$ cat src/rtl/nfp_pkg.sv
// Package for the nozzle flow predictor: beat types, command/status structs,
// fixed-point helpers and the microcode ROM. No dependencies.
package nfp_pkg;

    localparam int MAX_NODES = 64;
    localparam int FRAC_BITS = 16;
    localparam int CNT_W     = 12;
    localparam int DIV_W     = 32 + FRAC_BITS;
    localparam int DIV_CNT_W = $clog2(DIV_W + 1);
    localparam int PC_W      = 7;
    localparam int SCR_DEPTH = 32;
    localparam int SCR_AW    = $clog2(SCR_DEPTH);

    localparam logic [31:0] Q_ONE  = 32'(64'd1 << FRAC_BITS);
    localparam logic [31:0] Q_HALF = 32'(64'd1 << (FRAC_BITS - 1));
    localparam logic signed [31:0] Q_MAX = 32'sh7fff_ffff;
    localparam logic signed [31:0] Q_MIN = 32'sh8000_0000;

    // configuration register indexes
    localparam logic [1:0] CFG_GAMMA = 2'd0;
    localparam logic [1:0] CFG_DT    = 2'd1;
    localparam logic [1:0] CFG_PEXIT = 2'd2;

    localparam logic [17:0] GAMMA_RST = 18'd91750;
    localparam logic [16:0] DT_RST    = 17'd1311;
    localparam logic [16:0] PEXIT_RST = 17'd60948;

    typedef struct packed {
        logic signed [31:0] mass_term;
        logic signed [31:0] momentum_term;
        logic signed [31:0] energy_term;
        logic [30:0]        duct_area;
        logic signed [31:0] position;
        logic [30:0]        spacing;
        logic [30:0]        density;
        logic [30:0]        temperature;
        logic               final_node;
    } item_t;

    typedef struct packed {
        logic signed [31:0] pred_mass;
        logic signed [31:0] pred_momentum;
        logic signed [31:0] pred_energy;
        logic signed [31:0] pred_density;
        logic signed [31:0] pred_temperature;
        logic               run_end;
    } result_t;

    typedef enum logic [2:0] {
        OP_ADD,
        OP_SUB,
        OP_MUL,
        OP_DIV,
        OP_MOV
    } op_t;

    typedef struct packed {
        op_t        op;
        logic [5:0] dst;
        logic [5:0] srca;
        logic [5:0] srcb;
        logic       last;
    } uop_t;

    typedef struct packed {
        logic load;
        logic ex;
        logic wb;
        logic fire;
        logic fire_end;
        logic push;
        logic commit;
        logic clear;
        uop_t uop;
    } cmd_t;

    typedef struct packed {
        logic div_busy;
        logic out_busy;
    } status_t;

    // operand codes: 0..31 scratch slots, then named registers
    localparam logic [5:0] S0 = 6'd0,   S1 = 6'd1,   S2 = 6'd2,   S3 = 6'd3;
    localparam logic [5:0] S4 = 6'd4,   S5 = 6'd5,   S6 = 6'd6,   S7 = 6'd7;
    localparam logic [5:0] S8 = 6'd8,   S9 = 6'd9,   S10 = 6'd10, S11 = 6'd11;
    localparam logic [5:0] S12 = 6'd12, S13 = 6'd13, S14 = 6'd14, S15 = 6'd15;
    localparam logic [5:0] S16 = 6'd16, S17 = 6'd17, S18 = 6'd18;
    localparam logic [5:0] E1 = 6'd20,  E2 = 6'd21,  E3 = 6'd22,  EA = 6'd23;

    localparam logic [5:0] CUR0 = 6'd32, CUR1 = 6'd33, CUR2 = 6'd34, CUR3 = 6'd35;
    localparam logic [5:0] CUR4 = 6'd36, CUR5 = 6'd37, CUR6 = 6'd38, CUR7 = 6'd39;
    localparam logic [5:0] HN0 = 6'd40,  HN1 = 6'd41,  HN2 = 6'd42,  HN3 = 6'd43;
    localparam logic [5:0] HN4 = 6'd44,  HN5 = 6'd45,  HN6 = 6'd46,  HN7 = 6'd47;
    localparam logic [5:0] HF0 = 6'd48,  HF1 = 6'd49,  HF2 = 6'd50;
    localparam logic [5:0] NF0 = 6'd51,  NF1 = 6'd52,  NF2 = 6'd53;
    localparam logic [5:0] PH0 = 6'd54,  PH1 = 6'd55,  PH2 = 6'd56,  PH3 = 6'd57;
    localparam logic [5:0] K_ONE = 6'd58, K_HALF = 6'd59, K_G = 6'd60;
    localparam logic [5:0] K_DT = 6'd61,  K_PE = 6'd62,   K_ZERO = 6'd63;

    // named destinations
    localparam logic [5:0] D_NF0 = 6'd32, D_NF1 = 6'd33, D_NF2 = 6'd34;
    localparam logic [5:0] D_O0 = 6'd35,  D_O1 = 6'd36,  D_O2 = 6'd37;
    localparam logic [5:0] D_O3 = 6'd38,  D_O4 = 6'd39;

    // microcode segment entry points
    localparam logic [PC_W-1:0] SEG_FLUX   = 7'd0;
    localparam logic [PC_W-1:0] SEG_PRED   = 7'd19;
    localparam logic [PC_W-1:0] SEG_COPY   = 7'd43;
    localparam logic [PC_W-1:0] SEG_EMIT   = 7'd47;
    localparam logic [PC_W-1:0] SEG_EXTRAP = 7'd59;
    localparam logic [PC_W-1:0] SEG_PASS   = 7'd72;

    function automatic logic signed [31:0] sat64(input logic signed [63:0] v);
        logic signed [31:0] r;
        if (v > 64'sd2147483647)
            r = Q_MAX;
        else if (v < -64'sd2147483648)
            r = Q_MIN;
        else
            r = v[31:0];
        return r;
    endfunction

    function automatic uop_t mk(input op_t op, input logic [5:0] dst,
                                input logic [5:0] a, input logic [5:0] b,
                                input logic last);
        uop_t u;
        u.op = op; u.dst = dst; u.srca = a; u.srcb = b; u.last = last;
        return u;
    endfunction

    function automatic uop_t rom_word(input logic [PC_W-1:0] pc);
        uop_t u;
        case (pc)
            // fluxes of the incoming node
            7'd0:  u = mk(OP_SUB, S0, K_G, K_ONE, 1'b0);
            7'd1:  u = mk(OP_MUL, S1, K_HALF, K_G, 1'b0);
            7'd2:  u = mk(OP_MUL, S2, CUR1, CUR1, 1'b0);
            7'd3:  u = mk(OP_DIV, S3, S2, CUR0, 1'b0);
            7'd4:  u = mk(OP_MUL, S4, S1, S3, 1'b0);
            7'd5:  u = mk(OP_SUB, S4, CUR2, S4, 1'b0);
            7'd6:  u = mk(OP_DIV, S5, S0, K_G, 1'b0);
            7'd7:  u = mk(OP_MUL, S5, S5, S4, 1'b0);
            7'd8:  u = mk(OP_ADD, D_NF1, S3, S5, 1'b0);
            7'd9:  u = mk(OP_MUL, S6, CUR1, CUR2, 1'b0);
            7'd10: u = mk(OP_DIV, S6, S6, CUR0, 1'b0);
            7'd11: u = mk(OP_MUL, S7, S2, CUR1, 1'b0);
            7'd12: u = mk(OP_MUL, S8, CUR0, CUR0, 1'b0);
            7'd13: u = mk(OP_DIV, S7, S7, S8, 1'b0);
            7'd14: u = mk(OP_MUL, S8, K_G, S6, 1'b0);
            7'd15: u = mk(OP_MUL, S9, S1, S0, 1'b0);
            7'd16: u = mk(OP_MUL, S9, S9, S7, 1'b0);
            7'd17: u = mk(OP_SUB, D_NF2, S8, S9, 1'b0);
            7'd18: u = mk(OP_MOV, D_NF0, CUR1, CUR1, 1'b1);
            // predictor for the held node
            7'd19: u = mk(OP_SUB, S10, CUR3, HN3, 1'b0);
            7'd20: u = mk(OP_SUB, S11, CUR4, HN4, 1'b0);
            7'd21: u = mk(OP_DIV, S10, S10, S11, 1'b0);
            7'd22: u = mk(OP_DIV, S11, K_ONE, K_G, 1'b0);
            7'd23: u = mk(OP_MUL, S11, S11, HN6, 1'b0);
            7'd24: u = mk(OP_MUL, S11, S11, HN7, 1'b0);
            7'd25: u = mk(OP_MUL, S11, S11, S10, 1'b0);
            7'd26: u = mk(OP_SUB, S12, NF0, HF0, 1'b0);
            7'd27: u = mk(OP_DIV, S12, S12, HN5, 1'b0);
            7'd28: u = mk(OP_SUB, S12, K_ZERO, S12, 1'b0);
            7'd29: u = mk(OP_SUB, S13, NF1, HF1, 1'b0);
            7'd30: u = mk(OP_DIV, S13, S13, HN5, 1'b0);
            7'd31: u = mk(OP_SUB, S13, K_ZERO, S13, 1'b0);
            7'd32: u = mk(OP_ADD, S13, S13, S11, 1'b0);
            7'd33: u = mk(OP_SUB, S14, NF2, HF2, 1'b0);
            7'd34: u = mk(OP_DIV, S14, S14, HN5, 1'b0);
            7'd35: u = mk(OP_SUB, S14, K_ZERO, S14, 1'b0);
            7'd36: u = mk(OP_MUL, E1, S12, K_DT, 1'b0);
            7'd37: u = mk(OP_ADD, E1, HN0, E1, 1'b0);
            7'd38: u = mk(OP_MUL, E2, S13, K_DT, 1'b0);
            7'd39: u = mk(OP_ADD, E2, HN1, E2, 1'b0);
            7'd40: u = mk(OP_MUL, E3, S14, K_DT, 1'b0);
            7'd41: u = mk(OP_ADD, E3, HN2, E3, 1'b0);
            7'd42: u = mk(OP_MOV, EA, HN3, HN3, 1'b1);
            // node 0: held values pass
            7'd43: u = mk(OP_MOV, E1, HN0, HN0, 1'b0);
            7'd44: u = mk(OP_MOV, E2, HN1, HN1, 1'b0);
            7'd45: u = mk(OP_MOV, E3, HN2, HN2, 1'b0);
            7'd46: u = mk(OP_MOV, EA, HN3, HN3, 1'b1);
            // result beat: U, density, temperature
            7'd47: u = mk(OP_MOV, D_O0, E1, E1, 1'b0);
            7'd48: u = mk(OP_MOV, D_O1, E2, E2, 1'b0);
            7'd49: u = mk(OP_MOV, D_O2, E3, E3, 1'b0);
            7'd50: u = mk(OP_DIV, D_O3, E1, EA, 1'b0);
            7'd51: u = mk(OP_DIV, S15, E2, E1, 1'b0);
            7'd52: u = mk(OP_DIV, S16, E3, E1, 1'b0);
            7'd53: u = mk(OP_MUL, S15, S15, S15, 1'b0);
            7'd54: u = mk(OP_MUL, S17, K_HALF, K_G, 1'b0);
            7'd55: u = mk(OP_MUL, S17, S17, S15, 1'b0);
            7'd56: u = mk(OP_SUB, S16, S16, S17, 1'b0);
            7'd57: u = mk(OP_SUB, S18, K_G, K_ONE, 1'b0);
            7'd58: u = mk(OP_MUL, D_O4, S18, S16, 1'b1);
            // outflow extrapolation
            7'd59: u = mk(OP_SUB, S0, K_G, K_ONE, 1'b0);
            7'd60: u = mk(OP_ADD, E1, PH0, PH0, 1'b0);
            7'd61: u = mk(OP_SUB, E1, E1, PH2, 1'b0);
            7'd62: u = mk(OP_ADD, E2, PH1, PH1, 1'b0);
            7'd63: u = mk(OP_SUB, E2, E2, PH3, 1'b0);
            7'd64: u = mk(OP_DIV, S1, E2, E1, 1'b0);
            7'd65: u = mk(OP_MUL, S2, K_PE, CUR3, 1'b0);
            7'd66: u = mk(OP_DIV, S2, S2, S0, 1'b0);
            7'd67: u = mk(OP_MUL, S3, K_HALF, K_G, 1'b0);
            7'd68: u = mk(OP_MUL, S3, S3, E2, 1'b0);
            7'd69: u = mk(OP_MUL, S3, S3, S1, 1'b0);
            7'd70: u = mk(OP_ADD, E3, S2, S3, 1'b0);
            7'd71: u = mk(OP_MOV, EA, CUR3, CUR3, 1'b1);
            // lone final node passes
            7'd72: u = mk(OP_MOV, E1, CUR0, CUR0, 1'b0);
            7'd73: u = mk(OP_MOV, E2, CUR1, CUR1, 1'b0);
            7'd74: u = mk(OP_MOV, E3, CUR2, CUR2, 1'b0);
            7'd75: u = mk(OP_MOV, EA, CUR3, CUR3, 1'b1);
            default: u = mk(OP_MOV, E1, K_ZERO, K_ZERO, 1'b1);
        endcase
        return u;
    endfunction

endpackage

$ cat src/rtl/nfp_ctrl.sv
// Controller: run bookkeeping and the microcode sequencer that drives the
// datapath one micro-op at a time. Depends on nfp_pkg.
module nfp_ctrl (
    input  logic                clk,
    input  logic                rst_n,
    input  logic                item_valid,
    input  logic                final_node,
    input  nfp_pkg::status_t    status,
    output logic                item_ready,
    output nfp_pkg::cmd_t       cmd
);

    typedef enum logic [2:0] {
        ST_IDLE,
        ST_RD,
        ST_EX,
        ST_DIV,
        ST_WB,
        ST_WAIT,
        ST_END
    } state_t;

    typedef enum logic [2:0] {
        PH_FLUX,
        PH_BODY,
        PH_EMIT1,
        PH_TAIL,
        PH_EMIT2
    } phase_t;

    state_t                     state_reg;
    phase_t                     phase_reg;
    logic [nfp_pkg::PC_W-1:0]   pc_reg;
    logic [nfp_pkg::CNT_W-1:0]  cnt_reg;
    logic                       hp_reg;
    logic                       last_reg;
    logic                       fire_reg;
    logic                       fire_end_reg;
    logic                       push_reg;
    logic                       commit_reg;
    logic                       clear_reg;
    nfp_pkg::uop_t              uop;

    assign uop        = nfp_pkg::rom_word(pc_reg);
    assign item_ready = (state_reg == ST_IDLE);

    always_ff @(posedge clk or negedge rst_n)
    begin
        if (!rst_n)
        begin
            state_reg    <= ST_IDLE;
            phase_reg    <= PH_FLUX;
            pc_reg       <= '0;
            cnt_reg      <= '0;
            hp_reg       <= 1'b0;
            last_reg     <= 1'b0;
            fire_reg     <= 1'b0;
            fire_end_reg <= 1'b0;
            push_reg     <= 1'b0;
            commit_reg   <= 1'b0;
            clear_reg    <= 1'b0;
        end
        else
        begin
            fire_reg   <= 1'b0;
            push_reg   <= 1'b0;
            commit_reg <= 1'b0;
            clear_reg  <= 1'b0;
            case (state_reg)
                ST_IDLE:
                begin
                    if (item_valid)
                    begin
                        last_reg  <= final_node ||
                                     (cnt_reg >= nfp_pkg::CNT_W'(nfp_pkg::MAX_NODES - 1));
                        pc_reg    <= nfp_pkg::SEG_FLUX;
                        phase_reg <= PH_FLUX;
                        state_reg <= ST_RD;
                    end
                end
                ST_RD:
                begin
                    state_reg <= ST_EX;
                end
                ST_EX:
                begin
                    state_reg <= (uop.op == nfp_pkg::OP_DIV) ? ST_DIV : ST_WB;
                end
                ST_DIV:
                begin
                    if (!status.div_busy)
                        state_reg <= ST_WB;
                end
                ST_WB:
                begin
                    if (!uop.last)
                    begin
                        pc_reg    <= pc_reg + 1'b1;
                        state_reg <= ST_RD;
                    end
                    else
                    begin
                        case (phase_reg)
                            PH_FLUX:
                            begin
                                if (hp_reg)
                                begin
                                    pc_reg    <= (cnt_reg <= nfp_pkg::CNT_W'(1)) ?
                                                 nfp_pkg::SEG_COPY : nfp_pkg::SEG_PRED;
                                    phase_reg <= PH_BODY;
                                    state_reg <= ST_RD;
                                end
                                else if (last_reg)
                                begin
                                    pc_reg    <= nfp_pkg::SEG_PASS;
                                    phase_reg <= PH_TAIL;
                                    state_reg <= ST_RD;
                                end
                                else
                                begin
                                    commit_reg <= 1'b1;
                                    hp_reg     <= 1'b1;
                                    cnt_reg    <= cnt_reg + 1'b1;
                                    state_reg  <= ST_END;
                                end
                            end
                            PH_BODY:
                            begin
                                phase_reg <= PH_EMIT1;
                                state_reg <= ST_WAIT;
                            end
                            PH_EMIT1:
                            begin
                                fire_reg     <= 1'b1;
                                fire_end_reg <= 1'b0;
                                push_reg     <= 1'b1;
                                if (last_reg)
                                begin
                                    pc_reg    <= nfp_pkg::SEG_EXTRAP;
                                    phase_reg <= PH_TAIL;
                                    state_reg <= ST_RD;
                                end
                                else
                                begin
                                    commit_reg <= 1'b1;
                                    cnt_reg    <= cnt_reg + 1'b1;
                                    state_reg  <= ST_END;
                                end
                            end
                            PH_TAIL:
                            begin
                                phase_reg <= PH_EMIT2;
                                state_reg <= ST_WAIT;
                            end
                            default:
                            begin
                                fire_reg     <= 1'b1;
                                fire_end_reg <= 1'b1;
                                clear_reg    <= 1'b1;
                                cnt_reg      <= '0;
                                hp_reg       <= 1'b0;
                                state_reg    <= ST_END;
                            end
                        endcase
                    end
                end
                ST_WAIT:
                begin
                    if (!status.out_busy)
                    begin
                        pc_reg    <= nfp_pkg::SEG_EMIT;
                        state_reg <= ST_RD;
                    end
                end
                default:
                begin
                    state_reg <= ST_IDLE;
                end
            endcase
        end
    end

    always_comb
    begin
        cmd.load     = item_valid && (state_reg == ST_IDLE);
        cmd.ex       = (state_reg == ST_EX);
        cmd.wb       = (state_reg == ST_WB);
        cmd.fire     = fire_reg;
        cmd.fire_end = fire_end_reg;
        cmd.push     = push_reg;
        cmd.commit   = commit_reg;
        cmd.clear    = clear_reg;
        cmd.uop      = uop;
    end

endmodule

$ cat config.mk
export PLATFORM = sky130hd
export DESIGN_NAME = nfp_ctrl
export DESIGN_NICKNAME = d
export VERILOG_FILES = /design/src/rtl/nfp_pkg.sv /design/src/rtl/nfp_ctrl.sv
export SDC_FILE = /design/constraint.sdc
export NUM_CORES = 1
export LEC_CHECK = 0
export BUFFER_PORTS_ARGS = -buffer_cell sky130_fd_sc_hd__buf_2
export CAP_MARGIN = 20
export CORE_MARGIN = 5
export CORE_UTILIZATION = 24
export DETAILED_ROUTE_END_ITERATION = 8
export PLACE_DENSITY = 0.43
export RECOVER_POWER = 100
export SLEW_MARGIN = 0
export SYNTH_ARGS = -nofsm -noshare
export SYNTH_HDL_FRONTEND = slang
export SYNTH_SLANG_ARGS = --single-unit
$ cat constraint.sdc
create_clock -name clk -period 4.4 [get_ports clk]
set_clock_uncertainty 0.2 [all_clocks]
set_input_delay 0.66 -clock clk [delete_from_list [all_inputs] [get_ports clk]]
set_output_delay 0.66 -clock clk [all_outputs]
set_load 0.01 [all_outputs]
* After elaboration in Yosys (flattened, before gate mapping)
Memories as Yosys holds them, arrays and structs flattened.
Index checks and enable logic that the tools add are counted.
W data, S select, Z words.
** Storage, ports and cells
- Flip-flop bits (word level) :: 32
- Bits in read-only memories :: 2816
- Bits of input ports :: 6
- Output and inout bits :: 31
- Word-level logic and storage cells :: 98
- Memories :: 1
** Cells by class
- Add/sub/neg operators :: 2
- $lt $le $gt $ge :: 2
- Equality and inequality tests :: 18
- Multiplexer cells :: 44
- Bitwise gates (word level) :: 3
- Reduce and logical (&&, ||, !) cells :: 17
** Memories
- (name not given) :: depth 128, width 22, read ports 1, clocked after Yosys merged registers in 0, write ports 0, line nfp_pkg.sv:134 : case (pc)
** Operators with widths (count)
- $mux W7 :: 6
- $pmux W12 S3 :: 1
- $mux W3 :: 11
- $mux W12 :: 2
- $pmux W7 S3 :: 1
- $pmux W3 S6 :: 1
- $eq A3 B2 Y1 const B :: 5
- $mux W1 :: 14
- $pmux W7 S2 :: 1
- $add A12 B1 Y12 const B :: 1
- $ge A12 B6 Y1 const B :: 1
- $le A12 B1 Y1 const B :: 1
- $pmux W3 S4 :: 1
- $pmux W3 S3 :: 1
- $reduce_and A3 Y1 :: 3
- $ne A2 B2 Y1 const B :: 4
- $reduce_and A4 Y1 :: 2
- $add A7 B1 Y7 const B :: 1
- $eq A3 B1 Y1 const B :: 2
- $eq A3 B3 Y1 const B :: 2
- $logic_not A3 Y1 :: 2
- $mux W6 :: 1
- $pmux W1 S2 :: 3
- $pmux W3 S2 :: 1
- 15 further kinds :: 18

* Depth between registers and ports, before layout
- Depth in word-level cells :: 6
- Gate-level depth with buffers :: 13
- Depth with buffers taken out :: 9

* Least setup slack after synthesis
No wires, ideal clock.
- Kind :: register to output
- Start :: register pc_reg[0] (netlist name)
- End :: output port cmd[14] (netlist name)
- Data arrival time :: 2480 ps
- Required time :: 3540 ps
- Path slack :: 1060 ps
- Stages on the path, launching flop included :: 11
- Buffers on the path :: 2
- Cells stage by stage :: dfrtp_1 -> clkbuf_1 -> inv_1 -> ha_1 -> clkbuf_1 -> nand2_1 -> a21oi_1 -> a21oi_1 -> a21oi_1 -> nor2_1 -> o31ai_1
** RTL lines
- start: declaration :: line nfp_ctrl.sv:33 : logic [nfp_pkg::PC_W-1:0] pc_reg;
- start signal: assignment :: line nfp_ctrl.sv:76 : pc_reg <= nfp_pkg::SEG_FLUX;
- start signal: assignment :: line nfp_ctrl.sv:98 : pc_reg <= pc_reg + 1'b1;
- start signal: assignment :: line nfp_ctrl.sv:108 : pc_reg <= (cnt_reg <= nfp_pkg::CNT_W'(1)) ?
- end: declaration :: line nfp_ctrl.sv:10 : output nfp_pkg::cmd_t cmd

==> impl_metrics.toml <==
[outcome]
status = "finished, violations left"
violations = "max-capacitance violations, max-slew violations"

[place]
hpwl_um = 11200
routabilityCongestion = 0.895
place.port_buffers = 36

[clocking]
clock_latency_ps = 270
cts-root-buf = "clkbuf_16"
postCtsSetupRepairBufs = 0
cts_hold_buffers = 0
cts_tree = "built"
cts_buffer_depth = 2
numCtsBuffers = 5
clock_sinks = 32
cts-resized-gates = 0
htree_levels = 2
clk_pin_slew_ps = 50

[critical_path]
required_ps = 3540
crit_fanout = 29
slowest_stage = "dfrtp_2"
critPathMaxStageDelay_ps = 650
arrival_ps = 3190
crit_path_cell_trace = "clkbuf_2, nand2b_1, o21ai_0, mux4_2, a21oi_1, o221a_2, o22ai_1, buf_2"
critPathCaptureType = "output port"
path_class = "flop to output port"
startpoint_type = "flop"

[routing]
drtIter0Drc = 698
finalWirelength_um = 15900
wl_per_cell_um = 19.5
route.vias.total = 4736
via_per_inst = 5.79
ant_nets = 0
drc = 0
drt_pass1_iterations = 5

[min_path]
hp-class = "flop to flop"

[sta]
report.final.slew_viol_count = 33
tightest_slew_ps = 1810
fin_tns_setup_ps = 0
finalCritPeriodShare_pct = 92.1
rsz0062_at_grt = "no"
finalSetupViolCount = 0
hold_viol_final = 0
period_needed_ps = 4050
fmax_mhz = 247
holdWs_ps = 330
relSlewSlack_pct = -20.4

[floorplanning]
die_w_um = 143
initial_core_util_pct = 24.5
num_rows = 48
ios = 37
die_y_um = 143
design.core.area_sq_um = 17300
die_area_sq_um = 20400

[pwr]
power_density_nw_per_um2 = 644
clkPwrFrac_pct = 13.1
internal_power_mw = 1.36
p_sw_mw = 1.60
p_seq_share_pct = 13.7
switching_share_pct = 54.0
pwr-share-comb_pct = 73.1
p_leak_nw = 1.78
ir_drop_mv = 0.278

[layout]
nets = 616
largest_register_ffs = 12
seq_area_sq_um = 805
areaGrowthSynthToFinish_pct = 8.35
fillers = 1924
drive_gt1_share_pct = 9.61
antenna_cells = 0
multi_input_area_sq_um = 2980

[global_route]
grt_max_degree = 86
grt_pass1_wl_um = 25100
antenna_found_initial = 0
first_global_vias = 4421
overflow = 0
track_usage_pct = 15.2

[yosys]
synth_edf_count = 0
async_reset_ff_share_pct = 100
ys_seq_area_share_pct = 18.9
synth_cells = 598
syn-cell-area_sq_um = 4240
synth_cell_types = 81
ys_warn_count = 0
synthFlopType = "dfrtp_1"
synthesis.nets = 622
syn_avg_cell_area_sq_um = 7.09
ys_seq_elements = 32

[job]
maxCapViolCount = 1
-- cells in the mapped netlist, types with 7 or more instances --
library cell   n  area, sq um
nor2_1        54          203
a31oi_1       14         87.6
nand2_1       69          259
ha_1          18          225
nand2b_1       8         50.1
nor2b_1       15         93.8
nor4_1         8         50.1
dfrtp_1       32          801
buf_1          7         26.3
o21ai_0       50          250
clkbuf_1      33          124
nor3_1        23          115
a211oi_1       9         67.6
o211ai_1       7         52.6
nand3_1       13         65.1
buf_2         12         60.1
inv_1         23         86.3
a21oi_1       50          250
and2_1         7         43.8
-- worst max-delay path: cells and delay by family (launching register included) --
family	cells	cell delay, ps
AOI/OAI and AO/OA	4	660
buffers and inverters	2	700
DFF	1	650
muxes	1	520
and+or+nand+nor	1	380
-- metrics by stage --
step                      total power, mW  util (%)  instances  instance area [sq um]  setup slack, ps
after global placement               2.64      26.0        810                   4510              790
after CTS                            3.00      27.0        818                   4670              605
after global routing                 3.18      26.6        818                   4600              212
after floorplan                      1.92         -        598                   4240             1060
final                                2.96      26.6        818                   4600              349
after detailed placement             2.60      26.0        810                   4510              889
-- cells in the final DEF (no fill, tap or decap), types with 12 or more instances in the layout --
cell / netlist / final
ha_1: 18 / 18
nor3_1: 23 / 23
a21oi_1: 50 / 50
nand3_1: 13 / 13
clkbuf_1: 33 / 27
o21ai_0: 50 / 53
inv_1: 23 / 24
nand2_1: 69 / 69
nor2b_1: 15 / 15
dfrtp_1: 32 / 29
nor2_1: 54 / 54
buf_2: 12 / 12
a31oi_1: 14 / 14
-- power groups by stage --
stage               Sequential [mW]  Clock [mW]  Combinational [mW]
floorplan                     0.379           0                1.54
global placement              0.411           0                2.23
detailed placement            0.410           0                2.19
CTS                           0.405       0.399                2.19
global route                  0.417       0.413                2.35
finish                        0.406       0.388                2.16
-- final cells by class --
| class | count | area share, % |
|---|---|---|
| Clock buffer | 6 | 2.80 |
| Timing Repair Buffer | 51 | 5.77 |
| Sequential cell | 32 | 17.5 |
| Multi-Input combinational cell | 476 | 64.9 |
| Inverter | 26 | 2.12 |
| Tap cell | 225 | 6.13 |
| Clock inverter | 2 | 0.762 |
-- routing by layer --
layer / global-route usage (%) / up-vias / part of all wire, %
met5: 0 / - / 0
met4: 5.15 / 0 / 2.2
met3: 1.77 / 26 / 7.7
met2: 22.5 / 258 / 44
met1: 22.7 / 2274 / 47
li1: - / 2178 / -
-- worst paths after layout --
kind                              startpoint           end  slack, ps  cells past startpoint
max in group asynchronous              rst_n     pc_reg[4]       2150                      1
worst min register to register  fire_end_reg  fire_end_reg        330                      2
worst max register to register     pc_reg[1]    cnt_reg[1]        560                      9
worst min-delay path            fire_end_reg  fire_end_reg        330                      2
worst max-delay path               pc_reg[3]       cmd[13]        350                      8
min in group asynchronous              rst_n    cnt_reg[7]        670                      1
-- cell families after synthesis --
family	share of synthesized area [%]
buffers and inverters	10.0
XOR/XNOR	0.826
multiplexers	3.45
flip-flops	18.9
adder cells (fa/ha/maj)	5.31
AO/OA/AOI/OAI	34.8
AND/OR/NAND/NOR	26.8
No activity file was read; power rests on OpenSTA's default activity.
